File: src/sv/float_to_base90_text_encoder_top_macros.svh
// ----------------------------------------------------------------------------
// float_to_base90_text_encoder_top_macros
// assertion helpers shared by the encoder modules
// ----------------------------------------------------------------------------
`ifndef FLOAT_TO_BASE90_TEXT_ENCODER_TOP_MACROS_SVH
`define FLOAT_TO_BASE90_TEXT_ENCODER_TOP_MACROS_SVH

// same-cycle implication, sampled on clk, off during reset
`define F2B90_ASSERT_IMPL(lbl, ante, cons) \
	lbl: assert property (@(posedge clk) disable iff (!arst_n) (ante) |-> (cons)) \
		else $error("f2b90 assertion failed");

// next-cycle implication, sampled on clk, off during reset
`define F2B90_ASSERT_NEXT(lbl, ante, cons) \
	lbl: assert property (@(posedge clk) disable iff (!arst_n) (ante) |=> (cons)) \
		else $error("f2b90 assertion failed");

`endif

File: src/sv/f2b90_pkg.sv
// ----------------------------------------------------------------------------
// f2b90_pkg
// types, constants and helpers for the base-90 float text encoder
// ----------------------------------------------------------------------------
package f2b90_pkg;

	localparam int LINE_W = 4;

	// clamp limits as single-precision magnitude patterns
	localparam logic [30:0] MAG_BIG   = 31'h6E013F39;
	localparam logic [30:0] MAG_SMALL = 31'h10FD87B6;

	localparam int FRAC_STEP    = 729000;
	localparam int DIGIT_MAX_D4 = 11;
	localparam logic [6:0] ZERO_TOP   = 7'd80;
	localparam logic [6:0] SIGN_ADD   = 7'd40;
	localparam logic [6:0] HI_WEIGHT  = 7'd12;
	localparam logic [7:0] CHAR_BASE  = 8'd33;
	localparam logic [7:0] CHAR_SKIP0 = 8'd94;
	localparam logic [7:0] CHAR_SKIP1 = 8'd123;

	// exact reciprocals for the remainder range below 729000
	localparam int RECIP_SH_8100 = 33;
	localparam int RECIP_SH_90   = 27;
	localparam logic [20:0] RECIP_8100 =
		21'(((64'd1 << RECIP_SH_8100) + 64'd8099) / 64'd8100);
	localparam logic [20:0] RECIP_90 =
		21'(((64'd1 << RECIP_SH_90) + 64'd89) / 64'd90);

	// classified item, front to back
	typedef struct packed {
		logic        zero;
		logic        neg;
		logic [30:0] mag;
		logic        nl;
	} cls_t;

	typedef struct packed {
		logic [6:0]  d3;
		logic [6:0]  top;
		logic [19:0] rem1;
		logic        nl;
	} s2_t;

	typedef struct packed {
		logic [6:0]  d3;
		logic [6:0]  top;
		logic [6:0]  d2;
		logic [12:0] q90;
		logic [19:0] rem1;
		logic        nl;
	} s3_t;

	// queue status seen by the back end
	typedef struct packed {
		logic empty;
		cls_t head;
	} qstat_t;

	// digit to printable character, skipping caret and open brace
	function automatic logic [6:0] enc_char(input logic [6:0] digit);
		logic [7:0] c;
		c = {1'b0, digit} + CHAR_BASE;
		if (c >= CHAR_SKIP0) c = c + 8'd1;
		if (c >= CHAR_SKIP1) c = c + 8'd1;
		return c[6:0];
	endfunction

endpackage

File: src/sv/f2b90_front.sv
// ----------------------------------------------------------------------------
// f2b90_front
// accepts values, clamps and classifies them, tracks the line position
// ----------------------------------------------------------------------------
module f2b90_front #(
	parameter int VALUES_PER_LINE = 15
) (
	input  logic                  clk,
	input  logic                  arst_n,
	input  logic                  push,
	output logic                  full,
	input  logic [31:0]           value_bits,
	input  logic                  end_of_row,
	input  logic                  q_full,
	output logic                  q_wr,
	output f2b90_pkg::cls_t       q_wdata
);

	logic                          v_s1;
	f2b90_pkg::cls_t               cls_s1;
	logic [f2b90_pkg::LINE_W-1:0]  line_q;
	logic                          acc;
	logic                          nl;
	logic [f2b90_pkg::LINE_W:0]    line_inc;
	logic [30:0]                   mag;

	assign full    = v_s1 && q_full;
	assign acc     = push && !full;
	assign q_wr    = v_s1 && !q_full;
	assign q_wdata = cls_s1;

	assign line_inc = {1'b0, line_q} + (f2b90_pkg::LINE_W+1)'(1);
	assign nl = (line_inc >= (f2b90_pkg::LINE_W+1)'(VALUES_PER_LINE)) || end_of_row;

	always_comb begin
		mag = value_bits[30:0];
		if (mag > f2b90_pkg::MAG_BIG) mag = f2b90_pkg::MAG_BIG;
		if (mag < f2b90_pkg::MAG_SMALL) mag = f2b90_pkg::MAG_SMALL;
	end

	always_ff @(posedge clk or negedge arst_n) begin
		if (!arst_n) begin
			v_s1   <= 1'b0;
			line_q <= '0;
		end else begin
			if (acc) begin
				v_s1   <= 1'b1;
				line_q <= nl ? '0 : line_inc[f2b90_pkg::LINE_W-1:0];
			end else if (q_wr) begin
				v_s1 <= 1'b0;
			end
		end
	end

	always_ff @(posedge clk) begin
		if (acc) begin
			cls_s1.zero <= (value_bits[30:0] == 31'd0);
			cls_s1.neg  <= value_bits[31];
			cls_s1.mag  <= mag;
			cls_s1.nl   <= nl;
		end
	end

`include "float_to_base90_text_encoder_top_macros.svh"

	`F2B90_ASSERT_NEXT(a_load_valid, acc, v_s1)
	`F2B90_ASSERT_IMPL(a_line_range, 1'b1, line_inc <= (f2b90_pkg::LINE_W+1)'(VALUES_PER_LINE))
	`F2B90_ASSERT_IMPL(a_stall_holds, v_s1 && !q_wr, full)

endmodule

File: src/sv/f2b90_queue.sv
// ----------------------------------------------------------------------------
// f2b90_queue
// short register queue between the front and back ends
// ----------------------------------------------------------------------------
module f2b90_queue #(
	parameter int DEPTH = 4
) (
	input  logic                  clk,
	input  logic                  arst_n,
	input  logic                  wr,
	input  f2b90_pkg::cls_t       wdata,
	output logic                  full,
	input  logic                  rd,
	output f2b90_pkg::qstat_t     stat
);

	localparam int PW = (DEPTH > 1) ? $clog2(DEPTH) : 1;
	localparam int CW = $clog2(DEPTH + 1);

	f2b90_pkg::cls_t mem_q [DEPTH];
	logic [PW-1:0]   wr_ptr_q;
	logic [PW-1:0]   rd_ptr_q;
	logic [CW-1:0]   count_q;
	logic            do_wr;
	logic            do_rd;

	assign full       = (count_q == CW'(DEPTH));
	assign stat.empty = (count_q == '0);
	assign stat.head  = mem_q[rd_ptr_q];
	assign do_wr      = wr && !full;
	assign do_rd      = rd && !stat.empty;

	always_ff @(posedge clk or negedge arst_n) begin
		if (!arst_n) begin
			wr_ptr_q <= '0;
			rd_ptr_q <= '0;
			count_q  <= '0;
		end else begin
			if (do_wr) wr_ptr_q <= (wr_ptr_q == PW'(DEPTH - 1)) ? '0 : wr_ptr_q + PW'(1);
			if (do_rd) rd_ptr_q <= (rd_ptr_q == PW'(DEPTH - 1)) ? '0 : rd_ptr_q + PW'(1);
			if (do_wr && !do_rd) count_q <= count_q + CW'(1);
			else if (do_rd && !do_wr) count_q <= count_q - CW'(1);
		end
	end

	always_ff @(posedge clk) begin
		if (do_wr) mem_q[wr_ptr_q] <= wdata;
	end

`include "float_to_base90_text_encoder_top_macros.svh"

	`F2B90_ASSERT_IMPL(a_count_bound, 1'b1, count_q <= CW'(DEPTH))
	`F2B90_ASSERT_NEXT(a_count_up, do_wr && !do_rd, count_q != '0)

endmodule

File: src/sv/f2b90_back.sv
// ----------------------------------------------------------------------------
// f2b90_back
// digit split pipeline and output register of the encoder
// ----------------------------------------------------------------------------
module f2b90_back (
	input  logic               clk,
	input  logic               arst_n,
	input  f2b90_pkg::qstat_t  qstat,
	output logic               q_rd,
	output logic               empty,
	input  logic               pop,
	output logic [6:0]         char0,
	output logic [6:0]         char1,
	output logic [6:0]         char2,
	output logic [6:0]         char3,
	output logic [6:0]         char4,
	output logic               newline_after
);

	logic            v_s2, v_s3, v_s4;
	logic            rdy2, rdy3, rdy4;
	f2b90_pkg::s2_t  st_s2;
	f2b90_pkg::s3_t  st_s3;
	f2b90_pkg::s2_t  nx2;
	f2b90_pkg::s3_t  nx3;
	logic [7:0]      lnx;
	logic [1:0]      hi;
	logic [22:0]     frac;
	logic [3:0]      d4;
	logic [40:0]     prod_d2;
	logic [40:0]     prod_q90;
	logic [19:0]     d0_w;
	logic [12:0]     d1_w;

	assign rdy4  = !v_s4 || pop;
	assign rdy3  = !v_s3 || rdy4;
	assign rdy2  = !v_s2 || rdy3;
	assign q_rd  = !qstat.empty && rdy2;
	assign empty = !v_s4;

	// exponent split and top fraction digit
	always_comb begin
		lnx  = qstat.head.mag[30:23] + 8'd2;
		frac = qstat.head.mag[22:0];
		hi   = 2'd0;
		if (lnx >= 8'd180) hi = 2'd2;
		else if (lnx >= 8'd90) hi = 2'd1;
		d4 = '0;
		for (int k = 1; k <= f2b90_pkg::DIGIT_MAX_D4; k++) begin
			if (frac >= 23'(k * f2b90_pkg::FRAC_STEP)) d4 = 4'(k);
		end
		nx2.rem1 = 20'(frac - 23'(d4) * 23'(f2b90_pkg::FRAC_STEP));
		nx2.d3   = 7'(lnx - 8'(hi) * 8'd90);
		nx2.top  = 7'(d4) + 7'(hi) * f2b90_pkg::HI_WEIGHT
			+ (qstat.head.neg ? f2b90_pkg::SIGN_ADD : 7'd0);
		nx2.nl   = qstat.head.nl;
		if (qstat.head.zero) begin
			nx2.rem1 = '0;
			nx2.d3   = '0;
			nx2.top  = f2b90_pkg::ZERO_TOP;
		end
	end

	// reciprocal products for the middle digits
	always_comb begin
		prod_d2  = 41'(st_s2.rem1) * 41'(f2b90_pkg::RECIP_8100);
		prod_q90 = 41'(st_s2.rem1) * 41'(f2b90_pkg::RECIP_90);
		nx3.d3   = st_s2.d3;
		nx3.top  = st_s2.top;
		nx3.rem1 = st_s2.rem1;
		nx3.nl   = st_s2.nl;
		nx3.d2   = prod_d2[f2b90_pkg::RECIP_SH_8100 +: 7];
		nx3.q90  = prod_q90[f2b90_pkg::RECIP_SH_90 +: 13];
	end

	assign d1_w = st_s3.q90 - 13'(st_s3.d2) * 13'd90;
	assign d0_w = st_s3.rem1 - 20'(st_s3.q90) * 20'd90;

	always_ff @(posedge clk or negedge arst_n) begin
		if (!arst_n) begin
			v_s2 <= 1'b0;
			v_s3 <= 1'b0;
			v_s4 <= 1'b0;
		end else begin
			if (rdy2) v_s2 <= q_rd;
			if (rdy3) v_s3 <= v_s2;
			if (rdy4) v_s4 <= v_s3;
		end
	end

	always_ff @(posedge clk) begin
		if (q_rd) st_s2 <= nx2;
		if (rdy3 && v_s2) st_s3 <= nx3;
		if (rdy4 && v_s3) begin
			char0         <= f2b90_pkg::enc_char(d0_w[6:0]);
			char1         <= f2b90_pkg::enc_char(d1_w[6:0]);
			char2         <= f2b90_pkg::enc_char(st_s3.d2);
			char3         <= f2b90_pkg::enc_char(st_s3.d3);
			char4         <= f2b90_pkg::enc_char(st_s3.top);
			newline_after <= st_s3.nl;
		end
	end

`include "float_to_base90_text_encoder_top_macros.svh"

	`F2B90_ASSERT_IMPL(a_char4_legal, v_s4, char4 != 7'd94 && char4 != 7'd123)
	`F2B90_ASSERT_IMPL(a_digits_small, v_s3, d1_w < 13'd90 && d0_w < 20'd90)
	`F2B90_ASSERT_NEXT(a_pop_drains, pop && v_s4 && !v_s3, !v_s4)

endmodule

File: src/sv/float_to_base90_text_encoder_top.sv
// ----------------------------------------------------------------------------
// float_to_base90_text_encoder_top
// path: an accepted item goes through the front register, the queue, the
// split and reciprocal stages into the output register (empty low)
// throughput: one item per cycle while popped; digit split fully pipelined
// reset: arst_n clears the line position, the queue and all valid flags
// ----------------------------------------------------------------------------
module float_to_base90_text_encoder_top #(
	parameter int VALUES_PER_LINE = 15,
	parameter int QUEUE_DEPTH     = 4
) (
	input  logic        clk,
	input  logic        arst_n,
	// input queue side
	input  logic        push,
	output logic        full,
	input  logic [31:0] value_bits,
	input  logic        end_of_row,
	// result queue side
	output logic        empty,
	input  logic        pop,
	output logic [6:0]  char0,
	output logic [6:0]  char1,
	output logic [6:0]  char2,
	output logic [6:0]  char3,
	output logic [6:0]  char4,
	output logic        newline_after
);

	// front to queue
	logic              q_wr;
	logic              q_full;
	f2b90_pkg::cls_t   q_wdata;
	// queue to back
	logic              q_rd;
	f2b90_pkg::qstat_t q_stat;

	// front end: clamps the magnitude into [1e-28, 1e28], flags zero and sign,
	// and decides the newline flag in arrival order, so the line counter
	// never has to see the back end
	f2b90_front #(
		.VALUES_PER_LINE(VALUES_PER_LINE)
	) u_front (
		.clk        (clk),
		.arst_n     (arst_n),
		.push       (push),
		.full       (full),
		.value_bits (value_bits),
		.end_of_row (end_of_row),
		.q_full     (q_full),
		.q_wr       (q_wr),
		.q_wdata    (q_wdata)
	);

	// short queue so a stalled consumer does not immediately stop the front
	f2b90_queue #(
		.DEPTH(QUEUE_DEPTH)
	) u_queue (
		.clk    (clk),
		.arst_n (arst_n),
		.wr     (q_wr),
		.wdata  (q_wdata),
		.full   (q_full),
		.rd     (q_rd),
		.stat   (q_stat)
	);

	// back end: exponent split and top digit, then reciprocal multiplies for
	// the weight 8100 and 90 digits, then remainders and character mapping
	// into the output register that forms the result queue head
	f2b90_back u_back (
		.clk           (clk),
		.arst_n        (arst_n),
		.qstat         (q_stat),
		.q_rd          (q_rd),
		.empty         (empty),
		.pop           (pop),
		.char0         (char0),
		.char1         (char1),
		.char2         (char2),
		.char3         (char3),
		.char4         (char4),
		.newline_after (newline_after)
	);

endmodule

File: config.mk
export PLATFORM = sky130hd
export DESIGN_NAME = float_to_base90_text_encoder_top
export DESIGN_NICKNAME = d
export VERILOG_FILES = /design/src/sv/f2b90_pkg.sv /design/src/sv/f2b90_front.sv /design/src/sv/f2b90_queue.sv /design/src/sv/f2b90_back.sv /design/src/sv/float_to_base90_text_encoder_top.sv
export VERILOG_INCLUDE_DIRS = /design/src /design/src/sv
export SDC_FILE = /design/constraint.sdc
export NUM_CORES = 1
export LEC_CHECK = 0
export ABC_AREA = 1
export ABC_CLOCK_PERIOD_IN_PS = 12100
export BUFFER_PORTS_ARGS = -buffer_cell sky130_fd_sc_hd__buf_2
export CORE_MARGIN = 4
export CORE_UTILIZATION = 35
export CTS_CLUSTER_DIAMETER = 120
export DETAILED_ROUTE_END_ITERATION = 16
export SETUP_SLACK_MARGIN = 0.4
export SYNTH_ARGS = -nofsm -noshare
export SYNTH_HDL_FRONTEND = slang
export SYNTH_SLANG_ARGS = --single-unit
File: constraint.sdc
create_clock -name clk -period 12.1 [get_ports clk]
set_input_delay 1.21 -clock clk [delete_from_list [all_inputs] [get_ports clk]]
set_output_delay 1.21 -clock clk [all_outputs]
set_load 0.01 [all_outputs]
== Word-level counts from Yosys, hierarchy flattened ==
Memory sizes are Yosys's and may differ from the RTL's.
Index checks and enable logic that the tools add are counted.
Storage, ports and cells
  flip-flop bits (word level): 162
  memory bits (writable): 136
  bits of input ports: 37
  word-level logic and storage cells: 157
  memories: 1
Memories
  u_queue.mem_q: words 4, bits a word 34, rd ports 1, clocked after Yosys merged registers in 0, write ports 1, RTL line f2b90_queue.sv:20  | f2b90_pkg::cls_t mem_q [DEPTH];
Cells by class
  add/sub/neg operators: 27
  multipliers: 7
  order comparisons: 26
  eq/ne operators: 3
  muxes and demuxes: 39
  reductions and logical operators: 26
Operators with widths (count)
  $ge 23x23->1 const B: 6
  $ge 8x7->1 const B: 11
  $mux 8: 10
  $ge 23x22->1 const B: 3
  $add 7x6->8 const B: 5
  $add 8x1->8 const B: 5
  $mul 20x21->40 const B: 1
  $mul 20x20->39 const B: 1
  $add 7x1->7 const B: 5
  $mux 7: 5
  $gt 31x31->1 const B: 1
  $logic_not 31->1: 1
  $lt 31x29->1 const B: 1
  $mux 31: 1
  $ge 23x20->1 const B: 1
  $ge 23x21->1 const B: 1
  $sub 7x7->7: 3
  $mux 4: 5
  $sub 20x20->20: 1
  $mux 3: 6
  $mul 4x17->17 const B: 1
  $mul 13x6->6 const B: 1
  $logic_and 1x1->1: 10
  $mux 2: 5
  20 further kinds: 38

== Logic depth before layout (Yosys ltp) ==
Gate-level depths: netlist of run 1.
An unclocked memory read counts as a cell.
  word-level depth: 15
  depth in mapped cells: 49
  mapped depth without buffers: 47

== Hierarchy ==
From an unflattened synthesis of run 1, not the netlist that was laid out.
Second synthesis, totals
  cells, all modules: 2988
  area total of the unflattened synthesis: 27849.2 µm²
Modules (own cells, without submodules)
  f2b90_back: instances 1, cells an instance 2279, area an instance 19917.9 µm², sequential area each 3288.2 µm²
  f2b90_queue: instances 1, cells an instance 457, area an instance 5820.6 µm², sequential area each 4259.1 µm²
  f2b90_front: instances 1, cells an instance 252, area an instance 2110.8 µm², sequential area each 1146.1 µm²

== Worst setup path before layout of run 1 ==
OpenSTA, ideal clock, no wires.
  kind: reg2reg
  start: register u_queue.rd_ptr_q[0]
  end: register u_back.st_s2, in the netlist u_back.nx3[20], data pin
  library setup time: 254 ps
  arrival time: 5852 ps
  setup slack: 5994 ps
  cell stages (with the launch flop): 41
  path buffers: 2
  period minus slack after synthesis: 6106 ps
  cells stage by stage: dfrtp_1 > buf_6 > inv_12 > buf_6 > nand2_1 > nand2_1 > nand2_1 > nand2_2 > nor3_1 > nand2_1 > nand2_1 > a31oi_1 > o21ai_0 > a21oi_2 > inv_1 > nor2_2 > inv_1 > fa_1 > (+5 left out) > a21oi_1 > o21ai_0 > nand2_1 > nand2_1 > nand2_1 > nand2_1 > nand2_1 > a21oi_1 > xnor2_1 > ha_1 > nand2_1 > nor2_1 > nand3_1 > nand4_1 > xor2_1 > nand2_1 > nand2_1 > nor2_2
Between the ends
  cells in the longest elaborated chain, start to end: 15
RTL lines
  start, declared: RTL line f2b90_queue.sv:22  | logic [PW-1:0] rd_ptr_q;
  start signal, assigned: RTL line f2b90_queue.sv:40  | if (do_rd) rd_ptr_q <= (rd_ptr_q == PW'(DEPTH - 1)) ? '0 : rd_ptr_q + PW'(1);
  $mem_v2 4x34 *
  $ge 23x20->1: RTL line f2b90_back.sv:50  | if (frac >= 23'(k * f2b90_pkg::FRAC_STEP)) d4 = 4'(k);
  $mux 1: RTL line f2b90_back.sv:50
  $mux 2 (2 in series): RTL line f2b90_back.sv:50
  $mux 3 (4 in series): RTL line f2b90_back.sv:50
  $mux 4 (4 in series): RTL line f2b90_back.sv:50
  $mul 4x17->17: RTL line f2b90_back.sv:52  | nx2.rem1 = 20'(frac - 23'(d4) * 23'(f2b90_pkg::FRAC_STEP));
  $sub 20x20->20: RTL line f2b90_back.sv:52
  end signal, assigned: RTL line f2b90_back.sv:92  | if (q_rd) st_s2 <= nx2;
  end, declared: RTL line f2b90_back.sv:22  | f2b90_pkg::s2_t st_s2;
Every way passes the cells marked *; elsewhere a longest branch is shown, timed or not.
A chain may end at the register's enable or synchronous reset.

== Worst setup path in the final report of run 1 ==
Ends and elaborated chain as after synthesis.

==> flow_summary.toml, run 1 <==
[critical_path]
crit_buf_inv = 6
worstSetupStartpoint = "u_queue.rd_ptr_q[0]"
path_delay_family = "simple AND/OR/NAND/NOR gates"
slowest_stage = "dfrtp_2"
end_kind = "flop"
critPathKind = "flop to flop"
crit_arrival_ns = 8.28
cp_max_fo = 72
r2r-start = "u_queue.rd_ptr_q[0]"
cp-start-kind = "flop"
worstPathRequired_ns = 12.37
crit_top_cell = "nand2_1"
max_stage_delay_ns = 0.96

[layout]
diodes = 0
final_core_utilization_pct = 39.0
seqCellArea_sq_um = 8690
layout.nets = 3704
fin_cells = 4119
multi_input_area_sq_um = 16800
layout-drive-gt1-share_pct = 7.79
fillCellCount = 7855
areaGrowthSynthToFinish_pct = 9.77

[sta]
slew_headroom_pct = 24.7
setup_viol = 0
fin_crit_sh_pct = 66.2
rsz0062_at_grt = "no"
fin_ws_ns = 4.10
tns_ns = 0
fmax_mhz = 125
skew_ns = 0.0240
hold_viol = 0
worstMarginPinSlew_ns = 1.13
drv_slew = 0
fin_crit_ns = 8.00

[synthesis]
yosysTopAreaCell = "edfxtp_1"
ys.flop_type = "edfxtp_1"
syn_area_sq_um = 27700
asyncSetResetFlopFracSynth_pct = 5.14
syn-num-nets = 3607
ys_types = 68
synth_top_area_share_pct = 30.1
ys_seq_area_share_pct = 31.4
synthCells = 2958
ys_warn_count = 0
synth_edf_count = 277
synth_area_leaders = "edfxtp_1 (30%), ha_1 (18%), fa_1 (16%), nand2_1 (7.6%), inv_1 (7.0%)"
avgSynthCellArea_sq_um = 9.35
ys_seq_elements = 292

[clocking]
insertion_delay_ns = 0.54
clkSinkCount = 292
cts_tree = "built"
post_cts_buffers = 0
path_clk_slew_ns = 0.06
clockRootBuffer = "clkbuf_16"
ctsHtreeMaxLevel = 2
cts_buffers = 34
cts_resized = 0
cts_hold_buf = 0
cts_buffer_depth = 3

[detailed_routing]
first_pass_iters = 5
final_antenna_net_count = 0
num_vias = 19647
routedWlPerCell_um = 15.0
post_drt_via_cell_ratio = 4.77
drc = 0
drtIter0Drc = 935
routed_wl_um = 61900

[floorplan]
dieArea_sq_um = 83600
coreArea_sq_um = 77800
fp.dieW_um = 289
die_y_um = 289
start_util_pct = 35.5
num_rows = 102
boundaryPins = 75

[placed_design]
pre_cts_slack_ns = 4.20
dp_hpwl_um = 49100
dp.cells = 4059
gp_congestion = 0.914
numPortBuffers = 74

[global_routing]
grtUsageTotal_pct = 15.1
grt_max_degree = 73
overflow = 0
grt_pass1_vias = 19833
grt_pass1_wl_um = 102000
antenna_found_initial = 1

[hold_path]
hold_path.class = "flop to flop"
hold_start = "u_back.nx3[46]"

[flow_run]
max_cap_violations = 0

[status]
status = "finished clean"
worst reg2reg max path, delay by kind of cell, from the launching register on:
| kind | cells | cell delay (ns) |
|---|---|---|
| compound gates | 7 | 1.51 |
| xor+xnor | 2 | 0.28 |
| fa+ha+maj | 4 | 1.77 |
| flops | 1 | 0.96 |
| buf+inv | 6 | 1.30 |
| simple gates | 19 | 1.92 |
synthesized netlist by cell type (11+ instances only):
cell type    n
nand2_1    557
inv_1      515
ha_1       395
edfxtp_1   277
fa_1       217
nor2_1     200
a21oi_1    144
nand3_1    130
o21ai_0    114
xor2_1      79
nand4_1     39
nand2_2     24
nor3_1      23
xnor2_1     22
dfrtp_1     15
nor4_1      13
o21ai_1     13
nor2_2      12
buf_6       11
final timing paths:
check,slack [ns],to,cells after the start
setup / recovery,4.10,u_back.nx3[20],38
hold / removal,0.42,u_back.st_s3[46],0
setup reg to reg,4.10,u_back.nx3[20],38
hold reg to reg,0.42,u_back.st_s3[46],0
max in group asynchronous,11.20,u_queue.rd_ptr_q[0],1
min in group asynchronous,0.60,u_queue.wr_ptr_q[1],1
cells in the final DEF (no fill, tap or decap), drive strengths merged, types with 4 or more instances in the layout:
cell type,instances
o21bai,6
nand2,586
nor4,14
xnor2,23
nand3,136
o2111ai,4
fa,217
xor2,79
clkbuf,37
a211oi,5
o31ai,5
a31oi,7
inv,532
buf,95
a21oi,148
or2,12
o21a,7
a21o,7
nand4,40
o211ai,5
dfrtp,15
nor3,24
ha,395
clkinv,13
nor2,213
edfxtp,277
clkinvlp,4
nand3b,11
a32oi,5
o21ai,130
kinds of logic (layout without fill, tap and decap cells):
group / after synthesis / after routing / share of synthesized area (%)
flops: 292 / 292 / 31.4
simple gates: 1038 / 1038 / 16.3
xor+xnor: 102 / 102 / 3.26
compound gates: 351 / 351 / 7.28
other cells: 1 / 1 / 0.0136
buf+inv: 562 / 683 / 8.15
fa+ha+maj: 612 / 612 / 33.6
through the flow:
stage | cell area (sq um) | hold slack (ns)
after CTS | 30400 | 0.419
after global placement | 29300 | 0.401
after global routing | 30400 | 0.422
after detailed placement | 29300 | 0.405
after floorplan | 27700 | 0.400
final | 30400 | 0.418
final cells by class:
cell class,instances,area share (%)
clock buffers,37,2.84
inverters,528,6.58
clock inverters,23,0.750
flip-flops and latches,292,28.6
multi-input cells,2104,55.2
repair buffers,95,1.74
well taps,1040,4.29
state kept, by name (all words and copies together), names as in the netlist, 7 cells and up:
name             count
u_back.st_s3        36
u_back.char1         7
u_queue.mem_q      136
u_front.q_wdata     34
u_back.char3         7
u_back.char4         7
u_back.char0         7
u_back.nx3          35
u_back.char2         7
layer usage:
| layer | share of wire, % | track usage, % | up-vias |
|---|---|---|---|
| met1 | 46 | 20.1 | 9262 |
| met5 | 0 | 0 | - |
| li1 | - | - | 9944 |
| met3 | 4.2 | 2.35 | 97 |
| met2 | 47 | 25.9 | 344 |
| met4 | 2.7 | 3.75 | 0 |
Power of run 1 is not shown: default switching activity piles up to over one toggle a cycle in this logic, so the estimate is an artifact.
==> run 2: changes to the inputs <==
- ABC_CLOCK_PERIOD_IN_PS: 12100 -> 7400
- clock period: 12.1 -> 7.4 ns (I/O delays scaled with it)
==> run 2 against run 1 <==
Effect of this change: global-route usage is 0.22 points higher; sequential share of layout area fell by 0.11 points; maximum frequency grew 26%; clock-buffer cell count fell by 2; register-to-register slack worse by 3.1 ns; critical path depth unchanged; first-iteration DRC count rose by 7.4%; wire length up 1.9%; worst hold slack worse by 0.33 ns; design area up 0.39%; worst setup slack got worse by 3.1 ns; sequential cell count unchanged.
==> flow_summary.toml, run 2 (same netlist as run 1, synthesis figures left out) <==
[status]
status = "finished clean"

[layout]
layout-drive-gt1-share_pct = 8.34
diodes = 0
seqCellArea_sq_um = 8690
areaGrowthSynthToFinish_pct = 10.2
final_cell_mix = "nand2_1 (556), inv_1 (515), ha_1 (395)"
top_register = "u_queue.mem_q"
final_common_cell = "nand2_1"
largest_reg_flops = 136
fillCellCount = 7796
fin_area_sq_um = 30500
layout.nets = 3719
final_core_utilization_pct = 39.2
fin_cells = 4135
multi_input_area_sq_um = 16800

[critical_path]
critPathKind = "flop to flop"
max_stage_delay_ns = 0.59
slowest_stage = "fa_1"
reg2reg_depth = 38
cp-start-kind = "flop"
worstPathRequired_ns = 7.75
crit_top_cell = "nand2_1"
cp_max_fo = 26
end_kind = "flop"
crit_arrival_ns = 6.71

[detailed_routing]
routed_wl_um = 63100
post_drt_via_cell_ratio = 4.79
top_layer = "met4"
met3_length_um = 2260
drtIter0Drc = 1004
num_vias = 19822
drc = 0
routedWlPerCell_um = 15.3
dr_wl_met2_um = 30000
final_antenna_net_count = 0
first_pass_iters = 5
wl_met1_um = 29300

[placed_design]
dp_hpwl_um = 50800
postPlaceCellArea_sq_um = 29400
numPortBuffers = 74
gp_congestion = 0.934
dp.cells = 4073

[floorplan]
fp.dieW_um = 289
num_rows = 102
start_util_pct = 35.5
coreArea_sq_um = 77800
die_y_um = 289
dieArea_sq_um = 83600
boundaryPins = 75

[global_routing]
grt_max_degree = 73
antenna_found_initial = 1
grt_pass1_wl_um = 104000
grt_pass1_vias = 20032
overflow = 0
grtUsageTotal_pct = 15.3

[hold_path]
hold_path.class = "input port to asynchronous set/reset pin"

[clocking]
cts_buffers = 31
insertion_delay_ns = 0.60
ctsHtreeMaxLevel = 1
clockRootBuffer = "clkbuf_16"
path_clk_slew_ns = 0.06
cts_buffer_depth = 3
clkSinkCount = 292
cts_tree = "built"

[sta]
hold_viol = 0
slew_headroom_pct = 44.8
drv_slew = 0
setup_viol = 0
worstMarginPinSlew_ns = 0.829
rsz0062_at_grt = "no"
tns_ns = 0
skew_ns = 0.0197
fin_crit_sh_pct = 86.0
fmax_mhz = 157
fin_crit_ns = 6.36

[flow_run]
max_cap_violations = 0
-- run 2: path summary, 6_finish.rpt --
check	from	slack [ns]	endpoint
max	u_queue.rd_ptr_q[0]	1.04	u_back.nx3[20]
min	arst_n	0.09	u_front.line_q[1]
max reg2reg	u_queue.rd_ptr_q[0]	1.04	u_back.nx3[20]
min reg2reg	u_back.nx3[50]	0.42	u_back.st_s3[50]
max in group asynchronous	arst_n	6.98	u_queue.rd_ptr_q[0]
min in group clk	value_bits[31]	0.34	u_front.q_wdata[32]
-- run 2: area by class of cell --
| cell class | count | area share (%) |
|---|---|---|
| flip-flops and latches | 292 | 28.5 |
| clock buffers | 35 | 2.59 |
| repair buffers | 113 | 2.21 |
| well taps | 1040 | 4.27 |
| clock inverters | 23 | 0.870 |
| inverters | 528 | 6.56 |
| multi-input cells | 2104 | 55.0 |
-- run 2: timing repair --
| item | CTS | global route |
|---|---|---|
| endpoints found under the setup margin | 0 | 1 |
| hold buffers | 0 | 0 |
| endpoints found under the hold margin | 0 | 0 |
| resized for setup | 0 | 6 |
| buffers inserted | 0 | 4 |
-- run 2: worst max-delay path: cells and delay by family (launching register included) --
| kind | cells | cell delay [ns] |
|---|---|---|
| compound gates | 7 | 1.29 |
| xor+xnor | 2 | 0.28 |
| buf+inv | 5 | 0.66 |
| simple gates | 20 | 1.62 |
| flops | 1 | 0.52 |
| fa+ha+maj | 4 | 1.75 |
-- run 2: stage by stage --
step                hold slack (ns)  worst slack (ns)
floorplan                     0.400              1.29
global route                 0.0793             0.426
finish                       0.0882              1.04
detailed placement            0.405             0.867
global placement              0.402             0.987
CTS                          0.0652             0.860
-- run 2: layer usage --
layer | vias to the layer above | GRT usage [%]
met3 | 84 | 1.86
met4 | 0 | 3.52
met5 | - | 0
met1 | 9427 | 20.5
met2 | 320 | 26.7
li1 | 9991 | -
Power of run 2 is left out for the same reason.
